**config.mk**
```make
export PLATFORM = sky130hd
export DESIGN_NAME = nfc_cell
export DESIGN_NICKNAME = d
export VERILOG_FILES = /design/src/rtl/nfc_pkg.sv /design/src/rtl/nfc_cell.sv
export SDC_FILE = /design/constraint.sdc
export NUM_CORES = 1
export LEC_CHECK = 0
export BUFFER_PORTS_ARGS = -buffer_cell sky130_fd_sc_hd__buf_2
export CORE_AREA = 2 2 252 254
export DETAILED_ROUTE_END_ITERATION = 12
export DIE_AREA = 0 0 254 256
export HOLD_SLACK_MARGIN = 0.05
export MAX_ROUTING_LAYER = met4
export PLACE_DENSITY_LB_ADDON = 0.25
export SLEW_MARGIN = 20
export SYNTH_ARGS = -nofsm -noshare
export SYNTH_HDL_FRONTEND = slang
export SYNTH_SLANG_ARGS = --single-unit
export TNS_END_PERCENT = 1
```
**constraint.sdc**
```tcl
create_clock -name clk -period 0.8 [get_ports clk]
set_input_delay 0.04 -clock clk [delete_from_list [all_inputs] [get_ports clk]]
set_output_delay 0.04 -clock clk [all_outputs]
set_load 0.005 [all_outputs]
```
**src/rtl/nfc_pkg.sv**
```systemverilog
`default_nettype none
package nfc_pkg;

	localparam int unsigned W = 64;

	typedef enum logic [2:0] {
		K_INT   = 3'd0,
		K_RAT   = 3'd1,
		K_DBL   = 3'd2,
		K_CPLX  = 3'd3,
		K_NONUM = 3'd4
	} kind_t;

	typedef enum logic [2:0] {
		ST_OK    = 3'd0,
		ST_NAN   = 3'd1,
		ST_INF   = 3'd2,
		ST_BIG   = 3'd3,
		ST_CPLX  = 3'd4,
		ST_NONUM = 3'd5
	} status_t;

	typedef struct packed {
		logic        op;
		logic [2:0]  kind;
		logic [63:0] numerator;
		logic [62:0] denominator;
		logic [63:0] real_bits;
	} in_beat_t;

	typedef struct packed {
		logic [63:0] result;
		logic [2:0]  status;
	} out_beat_t;

	// Data handed from one divider cell to the next.
	typedef struct packed {
		logic        vld;
		logic        ceil_m;
		logic        neg;
		logic [63:0] rem;
		logic [63:0] quo;
		logic [63:0] dvd;
		logic [62:0] den;
		logic        bypass;
		logic [63:0] bres;
		logic [2:0]  bst;
	} cell_t;

endpackage
`default_nettype wire

```
**src/rtl/nfc_cell.sv**
```systemverilog
`default_nettype none
module nfc_cell (
	input  wire logic           clk,
	input  wire logic           arst_n,
	input  wire nfc_pkg::cell_t d,
	output nfc_pkg::cell_t      q
);
	import nfc_pkg::*;

	logic [64:0] trial;
	logic [63:0] rsh;
	logic        fits;
	logic        vld_q;
	cell_t       pay_q;

	// One restoring division step: shift in the next dividend bit, subtract if it fits.
	always_comb begin
		rsh   = {d.rem[62:0], d.dvd[63]};
		trial = {1'b0, rsh} - {2'b00, d.den};
		fits  = ~trial[64] | d.rem[63];
	end

	always_ff @(posedge clk or negedge arst_n) begin
		if (!arst_n) begin
			vld_q <= 1'b0;
		end else begin
			vld_q <= d.vld;
		end
	end

	always_ff @(posedge clk) begin
		pay_q.vld    <= d.vld;
		pay_q.ceil_m <= d.ceil_m;
		pay_q.neg    <= d.neg;
		pay_q.rem    <= fits ? trial[63:0] : rsh;
		pay_q.quo    <= {d.quo[62:0], fits};
		pay_q.dvd    <= {d.dvd[62:0], 1'b0};
		pay_q.den    <= d.den;
		pay_q.bypass <= d.bypass;
		pay_q.bres   <= d.bres;
		pay_q.bst    <= d.bst;
	end

	// The valid bit comes from the reset flop; the payload is not reset.
	always_comb begin
		q     = pay_q;
		q.vld = vld_q;
	end
endmodule
`default_nettype wire

```
== After elaboration in Yosys (flattened, before gate mapping) ==
Cells that the tools add are included.
Cells by class
  bitwise operators: 2
  add/sub/neg operators: 1
  mux-type cells: 1
Operators by type and width (count)
  $sub A64 B63 Y65: 1
  $mux W64: 1
  $not A1 Y1: 1
  $or A1 B1 Y1: 1
Word-level totals
  bits of input ports: 328
  register bits: 325

== Logic depth before layout (Yosys ltp) ==
  depth after elaboration: 4
  gate-level depth with buffers: 15
  gate-level depth less buffers: 13

== Worst setup path before layout ==
No wires, ideal clock.
  path type: in2reg
  from: input d[95] (netlist name)
  to: register pay_q, in the netlist q[276]
  library setup time: 0.123 ns
  path slack: -2.221 ns
  arrival: 2.898 ns
  cell stages on the path: 14
  path buffers: 3
  cells stage by stage: inv_1 ha_1 buf_2 a21oi_2 o21ai_0 a2111oi_2 a21oi_2 o211ai_2 a31oi_4 a221oi_4 o21a_2 buf_8 buf_8 mux2_1
Between the ends
  cells in the longest elaborated chain, start to end: 4
Ends and longest elaborated chain
  start, declared: line nfc_cell.sv:5  | input wire nfc_pkg::cell_t d,
  $sub A64 B63 Y65: line nfc_cell.sv:19  | trial = {1'b0, rsh} - {2'b00, d.den};
  $not A1 Y1: line nfc_cell.sv:20  | fits = ~trial[64] | d.rem[63];
  $or A1 B1 Y1: line nfc_cell.sv:20
  $mux W64: line nfc_cell.sv:35  | pay_q.rem <= fits ? trial[63:0] : rsh;
  end, declared: line nfc_cell.sv:14  | cell_t pay_q;
Every way passes these cells.

== Worst setup path after layout ==
  from: input d[194] (netlist name)
  to: register pay_q, in the netlist q[277]
Between the ends
  cells in the longest elaborated chain, start to end: 4
Ends and longest elaborated chain (line)
  $sub A64 B63 Y65 *: nfc_cell.sv:19
  $not A1 Y1: nfc_cell.sv:20
  $or A1 B1 Y1: nfc_cell.sv:20
  $mux W64 *: nfc_cell.sv:35
Mark *: on every way between the ends. The rest lies on a longest branch, timed or not.

==> run summary <==
FF+latch count, synth = 325
DIE AREA = 0.0650 sq mm
max cap viols = 0
Reg area = 0.00675 sq mm
worst setup margin = -1.85 ns
sequential cell fraction of total power = 37.5%
Post-DP HPWL = 51.4 mm
Worst EP required = 1.23 ns
worst-margin pin slew = 0.541 ns
vias in the first global route = 13600
largest net degree at the start of global routing = 27
Hold Fails Final Rpt = 5
H-Tree Depth = 2
status = finished, violations left
Distinct cells, synth = 69
clock-pin slew on the worst setup and hold paths = 0.06 ns
PortBufs = 651
Sw Share = 26.9%
achievable clock frequency = 378 MHz
Routed WL = 65.9 mm
Overall Power = 49100 uW
setup repair after global routing missed its margin = true
asr flop ratio synth = 0.308%
Max IR drop VDD = 1270 uV
startpoint class of the critical path = input port
multi-input logic area = 0.00494 sq mm
Placer Congestion = 0.893
Hold WS = -0.369 ns
placed cell count = 2778
I/O Pins = 654
Die X = 254 microns
# hold bufs at CTS = 321
gr ovfl total = 0
post-layout minimum cycle time = 2.65 ns
fin. max-slew vios = 0
ys flop type = dfxtp_1
Cell Pwr Density = 2030 mW/mm^2
Switch Pwr = 13200 uW
synthesized net count = 1427
Leak = 0.0115 uW
Worst Path Max Fanout = 7
CTS root buf = clkbuf_16
Int Pwr = 35900 uW
TritonCTS Buffers = 39
Max Root-Sink Buffers = 3
Die Y-Extent = 256 microns
Yosys warning count = 0
crit share post-route = 331%
Total GRT Usage = 19.9%
Clock Sinks = 325
Setup violations, final = 390
Vias = 12600
first-pass GRT wire length = 91.4 mm
Post-synth EDFFs = 0
Area Growth Syn to Fin = 111%
core region area = 0.0624 sq mm
Seq/Total Area, Yosys = 56.8%
DRT iter0 DRCs = 444
fin cells = 3206
fin util = 38.8%
share of layout cells above drive strength 1 = 55.3%
fill count = 6167
CTS tree = yes
DR vias/cell = 3.94
worst hold path class = in -> reg
synthesized instance count = 1035
Nets = 2700
DR DRC count = 0
Cell Area, Synth = 0.0115 sq mm
failing checks = antenna violations, negative hold slack, negative setup slack
crit path DAT = 3.07 ns
syn_area_per_cell = 11.1 sq um
Pre-antenna DRT Iters = 4
initial antenna violation count = 19
Crit Path Class = in -> reg
CP endpoint kind = flip-flop
Antenna Nets Post-Route = 1
Clock Power Share = 37.9%
Rel. slew slack = 63.5%
wire per inst = 20.5 microns
Initial Util = 18.4%
Comb pwr share = 24.6%
Rows = 92
cell usage after synthesis (3+ instances only):
cell type	number	share of area, %
a211oi_1	8	0.52
a21o_1	34	2.2
a21oi_1	76	3.3
a21oi_2	5	0.38
a311oi_1	4	0.31
a31oi_1	4	0.22
and2_1	6	0.33
and3_1	7	0.38
buf_2	8	0.35
buf_4	3	0.20
buf_8	6	0.79
clkbuf_1	16	0.52
dfxtp_1	324	57
ha_1	63	6.9
inv_1	80	2.6
mux2_1	58	5.7
mux2i_1	4	0.35
nand2_1	55	1.8
nand2b_1	7	0.38
nand3_1	12	0.52
nand4_1	17	0.93
nor2_1	47	1.5
nor2b_1	4	0.22
nor3_1	7	0.31
nor4_1	3	0.16
o211ai_1	3	0.20
o211ai_2	3	0.33
o21a_1	6	0.39
o21ai_0	32	1.4
o21ai_1	5	0.22
o21bai_1	16	1.0
o31ai_1	8	0.52
or2_2	3	0.16
xnor2_1	37	2.8
xor2_1	18	1.4
worst max-delay path, cell delays in order:
cell	delay (ns)
buf_6	0.09
inv_4	0.05
ha_4	0.13
fa_2	0.22
nor2b_2	0.05
o31a_1	0.29
buf_4	0.16
and2_4	0.13
o211ai_4	0.21
a21oi_4	0.12
o211ai_2	0.24
a31oi_4	0.13
a221oi_4	0.33
o21a_4	0.18
buf_6	0.10
buf_12	0.12
buf_16	0.15
mux2_4	0.30
per-stage QoR:
step,instance area (sq um),setup TNS (ns),setup slack [ns]
after floorplan,11700,-132.29,-2.09
after global placement,17900,-162.78,-2.54
after detailed placement,17900,-164.81,-2.57
after CTS,23400,-207.93,-1.95
after global routing,24200,-207.75,-1.93
final,24200,-187.26,-1.85
registers in the layout (all words and copies together) (netlist names):
register	cells
q	324
vld_q	1
power by group through the flow:
stage | Combinational [uW] | Sequential (uW) | Clock (uW)
after floorplan | 3620 | 18600 | 0
after global placement | 9480 | 18400 | 0
after detailed placement | 9480 | 18400 | 0
after CTS | 11600 | 18300 | 19200
after global routing | 13000 | 18500 | 19800
final | 12100 | 18400 | 18600
worst paths after layout:
check | startpoint | endpoint | cells after the start
max in group asynchronous | arst_n | vld_q$_DFF_PN0_ | 3
min | d[68] | q[68]$_DFF_P_ | 1
max | d[194] | q[277]$_DFF_P_ | 18
min in group asynchronous | arst_n | vld_q$_DFF_PN0_ | 3
layout make-up:
cell class | instances | area share [%]
repair buffers | 1265 | 40.4
flip-flops and latches | 325 | 27.9
multi-input cells | 597 | 20.4
clock buffers | 50 | 4.41
well taps | 846 | 4.37
inverters | 80 | 1.25
clock inverters | 19 | 1.07
diodes | 24 | 0.248
layer usage:
metal  track usage (%)  wire length, microns
met3              5.47                  4880
met4              6.05                  2210
met2              35.4                 33200
met5                 -                     0
met1              21.2                 25500
layout by cell type (no fill, tap or decap), drive strengths merged, types with 5 or more instances in the layout:
cell         instances
a21oi               81
clkinv               9
nor3                 7
o211ai               6
nand4               17
and3                 7
o31ai                8
o21bai              16
nand2               57
a21o                34
nand3               12
inv                 81
xor2                18
diode               24
xnor2               37
o21a                 7
a31oi                5
buf                943
nor2                48
ha                  63
nand2b               7
dfxtp              324
mux2                59
bufinv               5
dlygate4sd3        321
a211oi               8
and2                 6
o21ai               39
clkbuf              51
cells by family (layout without fill, tap and decap cells):
logic type	after synthesis	in the layout	synth area share, %
buf+inv	113	1414	4.47
xor+xnor	55	55	4.20
mux	63	63	6.14
simple gates	180	180	7.52
fa+ha+maj	64	64	7.05
other cells	1	25	0.0327
compound gates	234	234	13.8
flops	325	325	56.8
timing repair:
item                                    CTS  global route
endpoints found under the setup margin  390           390
pin swaps                                10            18
endpoints found under the hold margin   325             6
cloned                                    3             1
buffers inserted                          7             3
resized for setup                       330           171
Power figures use the tool's default switching activity.
